### src/hdl/hsic_pkg.sv
// Shared types, constants and codes of the harmonic SNR insect classifier.
package hsic_pkg;

    localparam int MAX_BINS_DEF  = 1024;
    localparam int MAX_PEAKS_DEF = 64;

    localparam int KIND_W = 2;
    localparam int FREQ_W = 18;
    localparam int AMP_W  = 24;
    localparam int PEAK_W = 10;
    localparam int SP_W   = 2;
    localparam int SNR_W  = 16;
    localparam int CFG_W  = 16;
    localparam int CIDX_W = 2;

    // divider operand widths: ratio numerator is amp << 9, denominator two amps
    localparam int DIV_N = 34;
    localparam int DIV_D = 26;
    // harmonic position and thresholds (Q.4 and Q.5)
    localparam int H_W   = 20;
    // ratio sum and harmonic count (at most 16000 harmonics)
    localparam int RS_W  = 30;
    localparam int CNT_W = 15;

    localparam logic [KIND_W-1:0] KIND_BIN   = 2'd0;
    localparam logic [KIND_W-1:0] KIND_PEAK  = 2'd1;
    localparam logic [KIND_W-1:0] KIND_CLASS = 2'd2;

    localparam logic [CIDX_W-1:0] CFG_GAP = 2'd0;
    localparam logic [CIDX_W-1:0] CFG_LO  = 2'd1;
    localparam logic [CIDX_W-1:0] CFG_HI  = 2'd2;

    localparam logic [SP_W-1:0] SP_NONE   = 2'd0;
    localparam logic [SP_W-1:0] SP_HORNET = 2'd1;
    localparam logic [SP_W-1:0] SP_BEE    = 2'd2;
    localparam logic [SP_W-1:0] SP_FLY    = 2'd3;

    localparam logic [PEAK_W-1:0] GAP_RST = 10'd10;
    localparam logic [SNR_W-1:0]  LO_RST  = 16'd563;
    localparam logic [SNR_W-1:0]  HI_RST  = 16'd614;

    // frequencies in Q14.4
    localparam logic [FREQ_W-1:0] F_PEAK_LO = 18'd3200;
    localparam logic [FREQ_W-1:0] F_PEAK_HI = 18'd16000;
    localparam logic [H_W-1:0]    H_LO      = 20'd16000;
    localparam logic [H_W-1:0]    H_HI      = 20'd32000;
    localparam logic [H_W-1:0]    H_OFS     = 20'd32;
    localparam logic [FREQ_W-1:0] HORNET_LO = 18'd1760;
    localparam logic [FREQ_W-1:0] HORNET_HI = 18'd2160;
    localparam logic [FREQ_W-1:0] BEE_LO    = 18'd2368;
    localparam logic [FREQ_W-1:0] BEE_HI    = 18'd2912;
    localparam logic [FREQ_W-1:0] FLY_LO    = 18'd3040;
    localparam logic [FREQ_W-1:0] FLY_HI    = 18'd3360;
    localparam logic [SNR_W-1:0]  SNR_SAT   = 16'hFFFF;

    typedef struct packed {
        logic              valid;
        logic [KIND_W-1:0] kind;
        logic [FREQ_W-1:0] freq;
        logic [AMP_W-1:0]  amp;
        logic [PEAK_W-1:0] peak;
    } t_in_req;

    typedef struct packed {
        logic [PEAK_W-1:0] gap;
        logic [SNR_W-1:0]  lo;
        logic [SNR_W-1:0]  hi;
    } t_cfg;

    typedef struct packed {
        logic [SP_W-1:0]   species;
        logic [FREQ_W-1:0] fund;
        logic [SNR_W-1:0]  snr;
    } t_result;

    typedef struct packed {
        logic             start;
        logic [DIV_N-1:0] num;
        logic [DIV_D-1:0] den;
    } t_div_req;

    typedef struct packed {
        logic             busy;
        logic             done;
        logic [DIV_N-1:0] quot;
        logic [DIV_D-1:0] rem;
    } t_div_rsp;

endpackage

### src/hdl/hsic_div.sv
// Shared restoring divider, one quotient bit per cycle.
module hsic_div (
    input  logic              i_clk,
    input  logic              i_rst_n,
    input  hsic_pkg::t_div_req i_req,
    output hsic_pkg::t_div_rsp o_rsp
);
    import hsic_pkg::*;

    localparam int CW = $clog2(DIV_N);

    logic             r_busy, n_busy;
    logic             r_done, n_done;
    logic [CW-1:0]    r_cnt, n_cnt;
    logic [DIV_N-1:0] r_q, n_q;
    logic [DIV_D-1:0] r_r, n_r;
    logic [DIV_D-1:0] r_den, n_den;
    logic [DIV_D:0]   rem_sh;
    logic [DIV_D:0]   diff;

    always_comb begin
        n_busy = r_busy;
        n_done = 1'b0;
        n_cnt  = r_cnt;
        n_q    = r_q;
        n_r    = r_r;
        n_den  = r_den;
        rem_sh = {r_r, r_q[DIV_N-1]};
        diff   = rem_sh - {1'b0, r_den};
        if (i_req.start) begin
            n_busy = 1'b1;
            n_cnt  = '0;
            n_q    = i_req.num;
            n_r    = '0;
            n_den  = i_req.den;
        end else if (r_busy) begin
            if (rem_sh >= {1'b0, r_den}) begin
                n_r = diff[DIV_D-1:0];
                n_q = {r_q[DIV_N-2:0], 1'b1};
            end else begin
                n_r = rem_sh[DIV_D-1:0];
                n_q = {r_q[DIV_N-2:0], 1'b0};
            end
            n_cnt = r_cnt + 1'b1;
            if (r_cnt == CW'(DIV_N - 1)) begin
                n_busy = 1'b0;
                n_done = 1'b1;
            end
        end
    end

    always_ff @(posedge i_clk) begin
        if (!i_rst_n) begin
            r_busy <= 1'b0;
            r_done <= 1'b0;
        end else begin
            r_busy <= n_busy;
            r_done <= n_done;
        end
        r_cnt <= n_cnt;
        r_q   <= n_q;
        r_r   <= n_r;
        r_den <= n_den;
    end

    assign o_rsp.busy = r_busy;
    assign o_rsp.done = r_done;
    assign o_rsp.quot = r_q;
    assign o_rsp.rem  = r_r;

endmodule

### config.mk
export PLATFORM = sky130hd
export DESIGN_NAME = hsic_div
export DESIGN_NICKNAME = d
export VERILOG_FILES = /design/src/hdl/hsic_pkg.sv /design/src/hdl/hsic_div.sv
export SDC_FILE = /design/constraint.sdc
export NUM_CORES = 1
export LEC_CHECK = 0
export ABC_AREA = 1
export BUFFER_PORTS_ARGS = -buffer_cell sky130_fd_sc_hd__buf_2
export CAP_MARGIN = 10
export CORE_ASPECT_RATIO = 0.75
export CORE_UTILIZATION = 35
export DETAILED_ROUTE_END_ITERATION = 8
export HOLD_SLACK_MARGIN = 0.1
export PLACE_DENSITY = 0.53
export SKIP_LAST_GASP = 1
export SYNTH_ARGS = -nofsm -noshare
export SYNTH_HDL_FRONTEND = slang
export SYNTH_SLANG_ARGS = --single-unit
### constraint.sdc
create_clock -name i_clk -period 2.95 [get_ports i_clk]
set_input_delay 0.4425 -clock i_clk [delete_from_list [all_inputs] [get_ports i_clk]]
set_output_delay 0.4425 -clock i_clk [all_outputs]
set_load 0.005 [all_outputs]
; Yosys cells after proc, flatten, opt, wreduce, memory -nomap -nowiden
; Cells that the tools add are included.
; Widths: inputs -> output; s select.
[totals]
elab_cells = 22
latch_bits = 0
regBits = 94
rom_bits = 0
output_inout_bits = 62
n_memories = 0
mem_bits_rw = 0
[op_classes]
mux = 8
shifts = 0
reduce_logical = 2
addsub = 2
div = 0
multipliers = 0
magnitude_cmp = 1
bitwise_logic = 2
n_eq_ne = 1
[ops]
columns = op, count
row1 = $mux 34, 2
row2 = $ge 27x26->1, 1
row3 = $mux 26, 1
row4 = $sub 26x26->26, 1
row5 = $add 6x1->6 const B, 1
row6 = $eq 6x6->1 const B, 1
row7 = $mux 1, 5
row8 = $reduce_or 3->1, 1
row9 = $not 1->1, 2
row10 = $reduce_bool 2->1, 1

; Depth between registers and ports, before layout
[logic_depth]
depth_word = 4
ltp_mapped = 15
ltp_nobuf = 15

; Worst setup path after synthesis
; OpenSTA, ideal clock, no wires.
[synth_path]
path_kind = flip-flop to flip-flop
from = reg r_busy
to = reg r_q[0] (enable)
path_buffers = 1
synth_period_minus_slack_ps = 2214
arrival_time_ps = 1802
path_stages_with_launch = 4
setup_slack_ps = 736
cell_sequence = dfxtp_1 nor2_1 inv_1 buf_1
[synth_between]
elab_chain_cells = 1
[synth_rtl]
columns = item, line_no
row1 = from (decl), hsic_div.sv:12  ; logic r_busy, n_busy;
row2 = from (signal assigned), hsic_div.sv:57  ; r_busy <= n_busy;
row3 = $reduce_bool 2->1 (no line), -
row4 = to (signal assigned), hsic_div.sv:61  ; r_q <= n_q;
row5 = to (decl), hsic_div.sv:15  ; logic [DIV_N-1:0] r_q, n_q;
; No other way between the ends.
; A chain may end at the register's enable or synchronous reset.

; Worst setup path in the final report
[layout_path]
from = reg r_den[2]
to = reg r_r[1]
[layout_between]
elab_chain_cells = 2
[layout_rtl]
columns = item, line_no
row1 = from (decl), hsic_div.sv:17  ; logic [DIV_D-1:0] r_den, n_den;
row2 = from (signal assigned), hsic_div.sv:63  ; r_den <= n_den;
row3 = $ge 27x26->1, hsic_div.sv:37  ; if (rem_sh >= {1'b0, r_den}) begin
row4 = $mux 26, hsic_div.sv:37
row5 = to (signal assigned), hsic_div.sv:62  ; r_r <= n_r;
row6 = to (decl), hsic_div.sv:16  ; logic [DIV_D-1:0] r_r, n_r;
; No other way between the ends.

==> metrics.md <==
| Metric | Value |
|---|---|
| Count of fill cells added during filler insertion | `1732` |
| Number of routed nets with antenna violations | `0` |
| R2R setup slack | `0.61 ns` |
| Clock root buffer | `clkbuf_16` |
| Violation count after the first detailed-route iteration | `339` |
| CP arrival | `2.56 ns` |
| Worst-Skew Late Latency | `0.35 ns` |
| Worst Hold Slack | `0.266 ns` |
| Share of Yosys cell area claimed by the top area cell type | `30.4%` |
| Vias post-DR | `about 5.5k` |
| Final Hold Viols | `0` |
| Commonest cells in the netlist | `nand2_1 (335), inv_1 (159), nand3_1 (63), edfxtp_1 (60), nor2_1 (35)` |
| Distinct cell type count of the synthesized netlist | `35` |
| Maximum number of pins on one net before global-route repair | `36` |
| Area of the multi-input gates | `roughly 2700 um^2` |
| Net Count, Synth | `932` |
| EDFF count, synth | `60` |
| Worst setup path category | `reg -> reg` |
| Top routing layer in use | `met5` |
| Final max-slew violation count | `0` |
| Synth Instances | `840` |
| CORE AREA | `16300 um^2` |
| Post-cts hold buffer count | `0` |
| Slew at the pin closest to its max-slew limit | `approximately 0.8 ns` |
| Worst hold-check path type | `in -> reg` |
| Routed metal-1 wire length | `8570 um` |
| Power per cell area | `453 nW/um^2` |
| Clock tree from TritonCTS | `yes` |
| Storage cell area | `2480 um^2` |
| Most instantiated library cell after synthesis | `nand2_1` |
| Number of detailed-routing iterations run before antenna repair | `7` |
| Vias/cell | `around 4.6` |
| Cell Area, Synth | `5930 um^2` |
| Internal power | `2400 uW` |
| Growth of design area from synthesis to finish | `19.8%` |
| Met3 routed wirelength | `1150 um` |
| Yosys warns | `0` |
| FFs w/ async S/R, synth | `0%` |
| TritonCTS Buffers | `9` |
| Part of the total power dissipated in the clock network | `39.9%` |
| Peak Freq | `427 MHz` |
| Number of buffers added on ports | `124` |
| Horizontal die dimension | `roughly 150 um` |
| Overall fraction of global-route tracks in use | `19.9%` |
| Part of the total power dissipated in sequential elements | `47.7%` |
| Final wirelength | `roughly 16000 um` |
| Maximum clock path buffer count | `2` |
| Initial core utilization | `36.4%` |
| Ys flop type | `edfxtp_1` |
| Average size of a mapped cell | `approximately 7.1 um^2` |
| Wire length on met2 | `6530 um` |
| Unrepaired setup endpoints after global routing | `no` |
| Fraction of power spent switching nets | `25.4%` |
| Worst-path fanout max | `26` |
| Worst setup SP type | `flip-flop` |
| Global placement routability congestion | `0.885` |
| Number of sinks driven by the clock tree | `94` |
| Post-CTS Setup Inserts | `0` |
| Total Die Area | `between 15000 and 20000 um^2` |
| Wire length of the first global-routing pass | `27500 um` |
| Reported net switching power | `818 uW` |
| Net count reported at finish | `1055` |
| Clock period minus worst slack | `2.34 ns` |
| CP Capture Type | `flip-flop` |
| Result of the run | `complete, but fails checks` |
| Static Leakage | `0.00384 uW` |
| Data required time at the worst endpoint | `3.17 ns` |
| Violations in the final reports | `DRC` |
| Headroom to the max-slew limit | `46.4%` |
| Number of design rule violations left after detail routing | `10` |
| Initial antenna violation count | `2` |
| Number of gates resized after cts | `0` |
| Share of the clock period used by the worst path after layout | `roughly four fifths` |
| Fraction of layout cells with a size suffix above 1 | `~17%` |
| H-tree lvl count | `3` |
| Clock slew seen by the registers of the worst setup and hold paths | `roughly 0.070 ns` |
| Via count of the first global-routing pass | `5349` |
| Average detailed-routed wire length per instance | `13.9 um` |
| # IOs | `around 130` |
| Maximum ir drop on the vdd rail | `0.000214 V` |
| Estimated wirelength of the detail-placed design | `12500 um` |
| Sequential-to-total area share from yosys stat | `41.8%` |
| Synth area leader | `edfxtp_1` |
| Floorplan row count | `40` |
| Max cap viols | `0` |
| Flop and latch count out of synthesis | `94` |
| Number of endpoints failing setup at the final stage | `0` |
| Floorplan die height | `115 um` |
| Total negative slack for setup checks | `0 ns` |
| Layout Skew | `around 0.0063 ns` |
| Logic pwr share | `12.4%` |
| GR Overflow Total | `0` |
| Cell types with the largest area share after synthesis | `edfxtp_1 (30%), nand2_1 (21%), dfxtp_1 (11%), inv_1 (10%), ha_1 (5.9%)` |
## cell families after synthesis
| kind of cell | after synthesis | synth area share [%] |
|---|---|---|
| simple gates | 484 | 34.7 |
| xor+xnor | 13 | 1.92 |
| fa+ha+maj | 29 | 6.24 |
| flops | 94 | 41.8 |
| buf+inv | 188 | 12.4 |
| compound gates | 32 | 2.95 |
## per-stage QoR
| stage | power [uW] | setup slack [ns] | cell area, um^2 | std cells | util [%] |
|---|---|---|---|---|---|
| 2_1_floorplan | 1790 | 0.736 | 5930 | 840 | - |
| 3_3_place_gp | 1970 | 0.612 | 6780 | 1162 | 41.6 |
| 3_5_place_dp | 1970 | 0.644 | 6780 | 1162 | 41.6 |
| 4_1_cts | 3270 | 0.624 | 7100 | 1178 | 43.5 |
| 5_1_grt | 3390 | 0.398 | 7100 | 1178 | 43.5 |
| 6_report | 3220 | 0.608 | 7110 | 1179 | 43.6 |
## final cells by class
| cell class | instances | area share (%) |
|---|---|---|
| inverters | 166 | 8.77 |
| well taps | 210 | 3.70 |
| flip-flops and latches | 94 | 34.9 |
| clock inverters | 6 | 1.32 |
| clock buffers | 10 | 3.22 |
| diodes | 1 | 0.0352 |
| multi-input cells | 558 | 38.2 |
| repair buffers | 134 | 9.79 |
## layer usage
metal,track usage [%],vias up
met5,0,-
met4,3.74,2
met3,5.88,13
met2,29.4,138
met1,28.9,2452
li1,-,2860
## worst max-delay path: stages, from the launching register on
cell      delay (ns)
edfxtp_1        0.32
inv_1           0.04
ha_1            0.34
nand2_1         0.09
nand2_1         0.08
inv_1           0.06
nand2_1         0.12
nand2_1         0.10
nand3_1         0.22
nand2_4         0.15
buf_4           0.32
nand4_1         0.17
nand3_1         0.12
o21ai_1         0.06
## flip-flops by register name (all words and copies together), names as in the netlist
| signal | cells |
|---|---|
| r_q | 34 |
| r_den | 26 |
| r_r | 26 |
| r_cnt | 6 |
| r_busy | 1 |
| r_done | 1 |
## cell usage in the layout (no fill, tap or decap), types with 9 or more instances in the layout
cell type    n
nand2_1    335
a21oi_1     13
edfxtp_1    60
nand3_1     63
clkbuf_16    9
xnor2_1     12
nor2_1      35
dfxtp_1     34
ha_1        28
nand4_1     32
buf_4       10
buf_2      124
inv_1      158
## final timing paths
path / start / end / cells after the start
max reg2reg: r_den[2] / r_r[1] / 13
max: r_den[2] / r_r[1] / 13
min: i_req[15] / r_den[15] / 1
min reg2reg: r_r[15] / r_r[15] / 2
## power groups by stage
stage               clock, uW  combinational (uW)  sequential [uW]
floorplan                   0                 225             1560
global placement            0                 401             1570
detailed placement          0                 403             1560
CTS                      1330                 404             1540
global route             1380                 456             1550
finish                   1290                 400             1540
(Power assumes the default switching activity.)
